===== config.mk =====
export PLATFORM = sky130hd
export DESIGN_NAME = rusi_fifo
export DESIGN_NICKNAME = d
export VERILOG_FILES = /design/src/design/rusi_fifo.sv
export VERILOG_INCLUDE_DIRS = /design/src /design/src/design
export SDC_FILE = /design/constraint.sdc
export NUM_CORES = 1
export LEC_CHECK = 0
export BUFFER_PORTS_ARGS = -buffer_cell sky130_fd_sc_hd__buf_4
export CORE_MARGIN = 2
export CORE_UTILIZATION = 43
export CTS_CLUSTER_SIZE = 14
export DETAILED_ROUTE_END_ITERATION = 8
export GPL_TIMING_DRIVEN = 0
export SKIP_LAST_GASP = 1
export SLEW_MARGIN = 10
export SYNTH_ARGS = -nofsm -noshare
export SYNTH_HDL_FRONTEND = slang
export SYNTH_SLANG_ARGS = --single-unit

===== constraint.sdc =====
create_clock -name clk -period 1.9 [get_ports clk]
set_input_delay 0.19 -clock clk [delete_from_list [all_inputs] [get_ports clk]]
set_output_delay 0.19 -clock clk [all_outputs]
set_load 0.005 [all_outputs]

===== src/design/ray_unit_sphere_intersect_defines.svh =====
// Assertion macros shared by the ray against unit sphere design.
`ifndef RAY_UNIT_SPHERE_INTERSECT_DEFINES_SVH
`define RAY_UNIT_SPHERE_INTERSECT_DEFINES_SVH

// Same-cycle implication.
`define RUSI_ASSERT_IMPLY(lbl, clk_s, rst_s, ante, cons, msg) \
  lbl: assert property (@(posedge clk_s) disable iff (rst_s) (ante) |-> (cons)) \
    else $error(msg);

// Next-cycle implication.
`define RUSI_ASSERT_NEXT(lbl, clk_s, rst_s, ante, cons, msg) \
  lbl: assert property (@(posedge clk_s) disable iff (rst_s) (ante) |=> (cons)) \
    else $error(msg);

`endif


===== src/design/rusi_fifo.sv =====
// Small register queue with push/full and pop/empty sides.
`include "ray_unit_sphere_intersect_defines.svh"

module rusi_fifo #(
  parameter int W = 8,
  parameter int DEPTH = 4
) (
  input  logic         clk,
  input  logic         rst,
  input  logic         push,
  input  logic [W-1:0] wdata,
  output logic         full,
  input  logic         pop,
  output logic [W-1:0] rdata,
  output logic         empty
);

  localparam int AW = $clog2(DEPTH);

  logic [W-1:0] mem [DEPTH];
  logic [AW-1:0] wp;
  logic [AW-1:0] rp;
  logic [AW:0] count;
  logic do_push;
  logic do_pop;

  assign full = (count == (AW+1)'(DEPTH));
  assign empty = (count == '0);
  assign do_push = push && !full;
  assign do_pop = pop && !empty;
  assign rdata = mem[rp];

  always_ff @(posedge clk) begin
    if (rst) begin
      wp <= '0;
      rp <= '0;
      count <= '0;
    end else begin
      if (do_push) begin
        wp <= wp + 1'b1;
      end
      if (do_pop) begin
        rp <= rp + 1'b1;
      end
      if (do_push && !do_pop) begin
        count <= count + 1'b1;
      end else if (do_pop && !do_push) begin
        count <= count - 1'b1;
      end
    end
    if (do_push) begin
      mem[wp] <= wdata;
    end
  end

  `RUSI_ASSERT_IMPLY(a_count_bound, clk, rst, 1'b1, count <= (AW+1)'(DEPTH), "queue count above depth")
  `RUSI_ASSERT_NEXT(a_push_grows, clk, rst, do_push && !do_pop, count == $past(count) + 1'b1, "queue count did not grow")

endmodule


==> out/results.ini, run 1 <==
[worst_setup_path]
cp-end-kind=flop
max_stage_delay_ns=0.37
cp_cell_sequence=o31ai_4 -> ha_2 -> inv_1 -> fa_2 -> xor2_1 -> or3_1 -> a21oi_1
worstPathRequired_ns=2.12
start_kind=flop
cp_max_fo=5
worst_path_max_delay_cell=dfxtp_4
cp_data_arrival_time_ns=2.10
critPathKind=flop to flop

[floorplanning]
die_h_um=65.4
io_pins=22
placementRows=22
die_x_um=65.4
die_area_mm2=0.00428
start_util=0.446
coreArea_mm2=0.00363

[clocking]
cts_hold_buffers=0
cts.sinks=41
path_clk_slew_ns=0.07
numCtsBuffers=5
cts_htree_levels=2
clock-root-buffer=clkbuf_8
tritoncts=yes
clk_latency_ns=0.29
clk_path_buf_depth=2

[synth]
synth_compound_area_frac=0.0255
ys_ff_latch=41
synthDistinctLibCells=21
postSynthCellCount=90
synth.cell_area_mm2=0.00162
synthAdderAreaFrac=0.0510
yosys.area_share.xor_xnor=0.0216
synth_mux_area_frac=0.124
syn_avg_cell_area_um2=18.0
ys_warn_count=0
yosys.area_share.simple=0.0571
ys_seq_area_frac=0.704
synth_top_family_by_area=multiplexers
mappedNetlistNets=108

[placed_design]
place.gp.congestion=0.714
placed_cell_area_mm2=0.00185
dp_hpwl_mm=1.70
port_buffers=20

[detailed_routing]
dr.pass1.iters=4
drt_iter0_markers=24
drcViolationCount=0
wl_mm=2.52
wire_per_inst_um=14.6
viasPerCell=4.89
antenna_left=0
via_count=841

[grt]
grt.met2_usage=0.239
grtUsageMet3=0.0531
antenna_found_initial=0
overflow=0
met1_usage=0.154
grt.total_usage=0.136
grt_pass1_vias=879
grt.busiest_layer=met2
grt_max_degree=14
grt_pass1_wl_mm=4.11

[run_status]
status=complete, no violations

[timing]
worst_slew_margin_rel=0.649
fin_crit_sh=0.995
whs_ns=0.0989
rsz0062_at_grt=yes
hold_viol_final=0
finalSetupViolations=0
worst_pin_slew_ns=0.526
max_freq_ghz=0.529
maxSlewViolCount=0
fin_crit_ns=1.89
finClkSkew_ns=0.00310

[cells_and_area]
area_delta_synth_final_pct=26.1
layout_commonest_cell=edfxtp_1
drive_gt1_frac=0.411
diodes=0
final_cell_mix=edfxtp_1, buf_4, mux4_2
nFillCells=323
final_nets=141
fin_util=0.562
finalInstanceArea_mm2=0.00204
regArea_mm2=0.00115
multi_input_area_um2=477

[hold_path]
hold_class=input port to flop

[run]
max_cap_violations=0

[power_and_ir_drop]
leakage_nw=0.747
ir_drop_uv=818
p_per_area_mw_per_mm2=1330

[routing by layer]
layer	part of all wire	vias up
met5	0	-
met4	0.0071	0
met3	0.053	2
met2	0.55	19
met1	0.39	417
li1	-	403
[final cells by class]
cell class	count	area share
flip-flops and latches	41	0.563
multi-input cells	42	0.233
repair buffers	26	0.0955
clock buffers	5	0.0337
clock inverters	3	0.0318
well taps	48	0.0294
inverters	4	0.00735
plain buffers	3	0.00612
[final timing paths]
check	endpoint	cells past startpoint	start	slack (ns)
worst max-delay path	count[2]	7	count[2]	0.01
worst min-delay path	mem[2][4]	1	wdata[4]	0.1
worst max register to register	count[2]	7	count[2]	0.01
worst min register to register	wp[1]	2	wp[1]	0.52
[cell usage after synthesis (all sizes together)]
master,count,area [um^2]
edfxtp,32,961
dfxtp,9,180
mux4,8,180
nor2,6,25.0
ha,5,62.6
and2,4,25.0
inv,4,15.0
xor2,4,35.0
a21oi,2,10.0
clkbuf,2,7.51
mux2i,2,20.0
nand2b,2,12.5
o21ai,2,10.0
or3,2,12.5
buf,1,5.00
fa,1,20.0
nor3,1,5.00
nor3b,1,12.5
o311ai,1,8.76
o31ai,1,12.5
[what timing repair did]
| action | in CTS | in global routing |
|---|---|---|
| endpoints found under the hold margin | 0 | 0 |
| pin swaps | 4 | 0 |
| endpoints found under the setup margin | 1 | 1 |
| setup buffers | 6 | 0 |
| gates resized for setup | 3 | 0 |
[worst max-delay path: cells and delay by family (launching register included)]
family          cells  cell delay [ns]
compound gates      2             0.39
fa+ha+maj           2             0.54
buf+inv             1             0.05
flops               1             0.37
xor+xnor            1             0.15
simple gates        1             0.31
[per-stage QoR]
step	cells	worst slack (ns)	power, mW	TNS (ns)
2_1_floorplan	90	0.00675	1.62	0
3_3_place_gp	158	-0.119	1.87	-0.119
3_5_place_dp	158	-0.129	1.89	-0.129
4_1_cts	172	0.0153	2.76	0
5_1_grt	172	-0.0899	2.87	-0.0899
6_report	172	0.0104	2.72	0
[registers in the layout, indices dropped and copies added (netlist names), named ones only]
name and flops:
wp 2, rp 2, mem 32, count 3
[cell families after synthesis]
family / count (synthesis)
AO/OA/AOI/OAI: 6
XOR/XNOR: 4
adder cells (fa/ha/maj): 6
buffers and inverters: 7
flip-flops: 41
multiplexers: 10
AND/OR/NAND/NOR: 16
[where the power goes]
| part | switching [mW] | total (mW) | leakage (nW) | internal (mW) |
|---|---|---|---|---|
| Sequential | 0.0799 | 1.18 | 0.369 | 1.10 |
| Combinational | 0.305 | 0.733 | 0.310 | 0.428 |
| Clock | 0.280 | 0.802 | 0.0681 | 0.521 |
| Total | 0.666 | 2.72 | 0.747 | 2.05 |
Power figures use the tool's default switching activity.
==> run 2, diff against run 1 <==
--- a/config.mk
+++ b/config.mk
@@ -8,10 +8,11 @@
 export LEC_CHECK = 0
 export BUFFER_PORTS_ARGS = -buffer_cell sky130_fd_sc_hd__buf_4
 export CORE_MARGIN = 2
-export CORE_UTILIZATION = 43
+export CORE_UTILIZATION = 50
 export CTS_CLUSTER_SIZE = 14
 export DETAILED_ROUTE_END_ITERATION = 8
 export GPL_TIMING_DRIVEN = 0
+export PLACE_DENSITY = 0.74
 export SKIP_LAST_GASP = 1
 export SLEW_MARGIN = 10
 export SYNTH_ARGS = -nofsm -noshare
==> constraint.sdc (replaced) <==
create_clock -name clk -period 1.9 [get_ports clk]
set_input_delay 0.57 -clock clk [delete_from_list [all_inputs] [get_ports clk]]
set_output_delay 0.57 -clock clk [all_outputs]
set_load 0.01 [all_outputs]
==> run 2 against run 1 <==
  * Critical path type is now flop to primary output
  * The run now ends with setup timing left
  * Design area decreased by 1.6%
  * Clock power fell by 32%
  * Fmax fell by 8.7%
  * Count of clock-buffer cells in the layout is 1 higher
  * Largest power group unchanged
  * Wire length increased by 4.4%
==> out/results.ini, run 2 (synthesized netlist as in run 1, its figures left out) <==
[cells_and_area]
area_delta_synth_final_pct=24.1  ; was 26.1%
largest_register_ffs=32  ; unchanged
fin_cells=165  ; was 172
diodes=0  ; unchanged
layout_commonest_cell=edfxtp_1  ; unchanged
top_regs=mem: 32 flops, count: 3 flops  ; unchanged
final_cell_mix=edfxtp_1, buf_4, mux4_2, buf_6  ; was edfxtp_1, buf_4, mux4_2
top_register=mem  ; unchanged
final_nets=138  ; was 141
drive_gt1_frac=0.421  ; was 0.411

[detailed_routing]
wire_per_inst_um=15.9  ; was 14.6 um
via_count=829  ; was 841
drcViolationCount=0  ; unchanged
dr.pass1.iters=4  ; unchanged
antenna_left=0  ; unchanged
wl_mm=2.63  ; was 2.52 mm
drt_iter0_markers=21  ; was 24
viasPerCell=5.02  ; was 4.89

[floorplanning]
start_util=0.526  ; was 0.446
die_x_um=60.9  ; was 65.4 um
coreArea_mm2=0.00308  ; was 0.00363 mm^2
io_pins=22  ; unchanged
die_area_mm2=0.00371  ; was 0.00428 mm^2
die_h_um=60.9  ; was 65.4 um
placementRows=20  ; was 22

[grt]
grt_max_degree=13  ; was 14
grt_pass1_vias=847  ; was 879
antenna_found_initial=0  ; unchanged
grt.total_usage=0.173  ; was 0.136
overflow=0  ; unchanged
grt_pass1_wl_mm=4.18  ; was 4.11 mm

[timing]
whs_ns=0.419  ; was 0.0989 ns
setup_tns_ns=-1.32  ; was 0 ns
finClkSkew_ns=0.00400  ; was 0.00310 ns
maxSlewViolCount=0  ; unchanged
max_freq_ghz=0.483  ; was 0.529 GHz
rsz0062_at_grt=yes  ; unchanged
fin_crit_sh=1.09  ; was 0.995
hold_viol_final=0  ; unchanged
worst_slew_margin_rel=0.714  ; was 0.649
finalSetupViolations=9  ; was 0
worst_pin_slew_ns=0.429  ; was 0.526 ns
fin_crit_ns=2.07  ; was 1.89 ns
finalWorstSetupSlack_ns=-0.169  ; was 0.0104 ns

[power_and_ir_drop]
leakage_nw=0.720  ; was 0.747 nW
ir_drop_uv=657  ; was 818 uV
p_per_area_mw_per_mm2=1290  ; was 1330 mW/mm^2

[worst_setup_path]
start_kind=flop  ; unchanged
worstPathRequired_ns=1.33  ; was 2.12 ns
max_stage_delay_ns=0.52  ; was 0.37 ns
cp_max_fo=8  ; was 5
cp_cell_sequence=buf_12 -> mux4_2 -> buf_6  ; was o31ai_4 -> ha_2 -> inv_1 -> fa_2 -> xor2_1 -> or3_1 -> a21oi_1
cp_data_arrival_time_ns=1.50  ; was 2.10 ns
critPathKind=flop to primary output  ; was flop to flop
worst_path_max_delay_cell=mux4_2  ; was dfxtp_4
cp-end-kind=primary output  ; was flop
crit_buf_inv=2  ; was 1
critPathTopFamily=multiplexers  ; was adder cells

[clocking]
cts_htree_levels=2  ; unchanged
clk_latency_ns=0.34  ; was 0.29 ns
clk_path_buf_depth=2  ; unchanged
tritoncts=yes  ; unchanged
numCtsBuffers=5  ; unchanged
path_clk_slew_ns=0.11  ; was 0.07 ns
cts_hold_buffers=0  ; unchanged
clock-root-buffer=clkbuf_4  ; was clkbuf_8
cts.sinks=41  ; unchanged

[run_status]
status=finished with violations  ; was complete, no violations
violations=setup timing

[placed_design]
dp_hpwl_mm=1.72  ; was 1.70 mm
placed_cells=154  ; was 158
port_buffers=20  ; unchanged
place.gp.congestion=0.657  ; was 0.714

[hold_path]
hold_class=input port to flop  ; unchanged

[run]
max_cap_violations=0  ; unchanged

[run 2: changes by cell type in the layout (fill, tap and decap cells not counted), moves of 2 or more]
cell      delta
buf_4       -10
buf_6        +8
clkbuf_4     +5
clkbuf_8     -5
inv_1        -2
inv_2        +2
[run 2: layout make-up]
type	count	area (um^2)
Sequential cell	41	1150
Inverter	4	15.0
Fill cell	229	1070
Buffer	2	23.8
Tap cell	44	55.1
Timing Repair Buffer	24	210
Multi-Input combinational cell	42	480
Clock inverter	2	33.8
Clock buffer	6	41.3
[run 2: worst register-to-register path: cells and delay by family, from the launching register on]
family          cells  cell delay, ns
buf+inv             1            0.04
simple gates        1            0.32
fa+ha+maj           2            0.59
flops               1            0.39
compound gates      2            0.41
xor+xnor            1            0.15
[run 2: where the power goes]
| part | switching, mW | internal (mW) | total [mW] |
|---|---|---|---|
| sequential | 0.102 | 1.10 | 1.21 |
| clock | 0.268 | 0.274 | 0.542 |
| combinational | 0.344 | 0.496 | 0.840 |
[run 2: repair_timing]
item,4_1_cts,5_1_grt
gates resized for setup,16,4
pin swaps,3,2
endpoints found under the setup margin,10,11
setup buffers,3,1
[run 2: path summary, 6_finish.rpt]
check,from,endpoint,slack (ns),depth (start not counted)
min,wdata[6],mem[1][6],0.42,1
max,flop,rdata[0],-0.17,3
max reg2reg,count[0],count[2],-0.06,7
min reg2reg,wp[1],wp[1],0.52,2
[run 2: routing by layer]
layer / share of wire / vias up / global-route usage
li1: - / 403 / -
met4: 0.021 / 0 / 0.0745
met1: 0.43 / 403 / 0.200
met2: 0.51 / 17 / 0.289
met5: 0 / - / 0
met3: 0.040 / 6 / 0.0640
[run 2: stage by stage]
stage | cell area, um^2 | utilization | worst slack, ns | power, mW
finish | 2010 | 0.653 | -0.169 | 2.59
global route | 2010 | 0.653 | -0.245 | 2.75
CTS | 1990 | 0.645 | -0.203 | 2.57
detailed placement | 1840 | 0.597 | -0.205 | 1.90
global placement | 1840 | 0.597 | -0.153 | 1.88
floorplan | 1630 | - | -0.00875 | 1.64
==> run 3, diff against run 2 <==
==> constraint.sdc (replaced) <==
create_clock -name clk -period 1.9 [get_ports clk]
set_input_delay 0.57 -clock clk [delete_from_list [all_inputs] [get_ports clk]]
set_output_delay 0.57 -clock clk [all_outputs]
set_load 0.005 [all_outputs]
==> run 3 against run 2 <==
  * The run still ends with setup timing left
  * Setup slack improved by 0.0058 ns
  * Power fell by 1.6%
  * Sequential power barely moved
  * Fmax rose by 0.28%
  * Largest cell class unchanged
  * Final cell count did not move
  * Critical endpoint is now rdata[2]
  * Non-clock buffer count did not move
  * Critical path depth did not move
  * Via count did not move
  * Clock power barely moved
  * First-iteration DRC count fell by 19%
  * Global-route usage barely moved
  * Sequential cell count did not move
==> out/results.ini, run 3 (synthesized netlist as in run 1, its figures left out) <==
[run_status]
violations=setup timing  ; unchanged
status=finished with violations  ; unchanged

[timing]
maxSlewViolCount=0  ; unchanged
worst_pin_slew_ns=0.429  ; about the same
setup_tns_ns=-1.27  ; was -1.32 ns
worst_slew_margin_rel=0.714  ; about the same
whs_ns=0.419  ; about the same
finClkSkew_ns=0.00413  ; was 0.00400 ns
fin_crit_ns=2.06  ; was 2.07 ns
rsz0062_at_grt=yes  ; unchanged
finalSetupViolations=9  ; unchanged
finalWorstSetupSlack_ns=-0.163  ; was -0.169 ns
hold_viol_final=0  ; unchanged
fin_crit_sh=1.09  ; about the same
max_freq_ghz=0.485  ; was 0.483 GHz

[worst_setup_path]
rr_worst_depth=7  ; unchanged
critPathTopFamily=multiplexers  ; unchanged
cp_cell_sequence=buf_12 -> mux4_2 -> buf_6  ; unchanged
cp.depth=3  ; unchanged
cp-end-kind=primary output  ; unchanged
crit_buf_inv=2  ; unchanged
cp_max_fo=8  ; unchanged
worstPathRequired_ns=1.33  ; about the same
worst_path_max_delay_cell=mux4_2  ; unchanged
start_kind=flop  ; unchanged
critPathKind=flop to primary output  ; unchanged
cp_data_arrival_time_ns=1.49  ; was 1.50 ns
r2r_start=count[0]  ; unchanged
max_stage_delay_ns=0.52  ; about the same

[clocking]
clock-root-buffer=clkbuf_4  ; unchanged
clk_path_buf_depth=2  ; unchanged
cts_htree_levels=2  ; unchanged
clk_latency_ns=0.34  ; about the same
tritoncts=yes  ; unchanged
numCtsBuffers=5  ; unchanged
cts.sinks=41  ; unchanged
cts_hold_buffers=0  ; unchanged
path_clk_slew_ns=0.11  ; about the same

[floorplanning]
placementRows=20  ; unchanged
die_h_um=60.9  ; unchanged
coreArea_mm2=0.00308  ; unchanged
die_area_mm2=0.00371  ; unchanged
io_pins=22  ; unchanged
die_x_um=60.9  ; unchanged
start_util=0.526  ; unchanged

[detailed_routing]
wire_per_inst_um=15.9  ; about the same
drcViolationCount=0  ; unchanged
wl_mm=2.63  ; about the same
via_count=829  ; unchanged
viasPerCell=5.02  ; unchanged
drt_iter0_markers=17  ; was 21
antenna_left=0  ; unchanged
dr.pass1.iters=4  ; unchanged

[power_and_ir_drop]
p_total_mw=2.55  ; was 2.59 mW
p_per_area_mw_per_mm2=1270  ; was 1290 mW/mm^2
ir_drop_uv=654  ; was 657 uV
leakage_nw=0.720  ; unchanged

[hold_path]
min_path_cells=1  ; unchanged
hp-start=wdata[6]  ; unchanged
hold_class=input port to flop  ; unchanged

[grt]
grt.total_usage=0.172  ; was 0.173
grt_pass1_wl_mm=4.17  ; was 4.18 mm
overflow=0  ; unchanged
antenna_found_initial=0  ; unchanged
grt_pass1_vias=843  ; was 847
grt_max_degree=13  ; unchanged

[cells_and_area]
top_regs=mem: 32 flops, count: 3 flops  ; unchanged
final_nets=138  ; unchanged
largest_register_ffs=32  ; unchanged
area_delta_synth_final_pct=24.1  ; unchanged
diodes=0  ; unchanged
drive_gt1_frac=0.421  ; unchanged
layout_commonest_cell=edfxtp_1  ; unchanged
top_register=mem  ; unchanged
finalInstanceArea_mm2=0.00201  ; unchanged
final_cell_mix=edfxtp_1, buf_4, mux4_2, buf_6  ; unchanged

[placed_design]
placed_cell_area_mm2=0.00184  ; unchanged
place.gp.congestion=0.657  ; unchanged
port_buffers=20  ; unchanged
pre_cts_slack_ns=-0.205  ; unchanged
dp_hpwl_mm=1.72  ; unchanged

[run]
max_cap_violations=0  ; unchanged

## run 3: cell type report
type / count / area, um^2
fillers: 229 / 1070
plain buffers: 2 / 23.8
well taps: 44 / 55.1
clock inverters: 2 / 33.8
repair buffers: 24 / 210
inverters: 4 / 15.0
clock buffers: 6 / 41.3
multi-input cells: 42 / 480
flip-flops and latches: 41 / 1150
## run 3: final timing paths
kind / endpoint / slack [ns]
worst max-delay path: rdata[2] / -0.16
worst min-delay path: mem[1][6] / 0.42
worst max register to register: count[2] / -0.06
worst min register to register: wp[1] / 0.52
## run 3: timing repair
item	4_1_cts	5_1_grt
gates resized for setup	15	5
endpoints found under the setup margin	10	11
setup buffers	3	1
pin swaps	3	2
## run 3: layer usage
layer	global-route usage	up-vias	wire, um	share of wire
met5	0	-	0	0
met4	0.0745	0	55	0.021
met3	0.0661	6	112	0.043
met2	0.289	17	1330	0.51
met1	0.197	403	1130	0.43
li1	-	403	-	-
## run 3: stage by stage
| stage | cells | util |
|---|---|---|
| finish | 165 | 0.653 |
| global route | 165 | 0.653 |
| CTS | 164 | 0.644 |
| detailed placement | 154 | 0.597 |
| global placement | 154 | 0.597 |
| floorplan | 90 | - |
## run 3: power by group
| part | leakage (nW) | switching, mW | internal [mW] |
|---|---|---|---|
| clock network | 0.0399 | 0.268 | 0.274 |
| logic | 0.311 | 0.307 | 0.493 |
| registers | 0.369 | 0.102 | 1.10 |
| total | 0.720 | 0.677 | 1.87 |
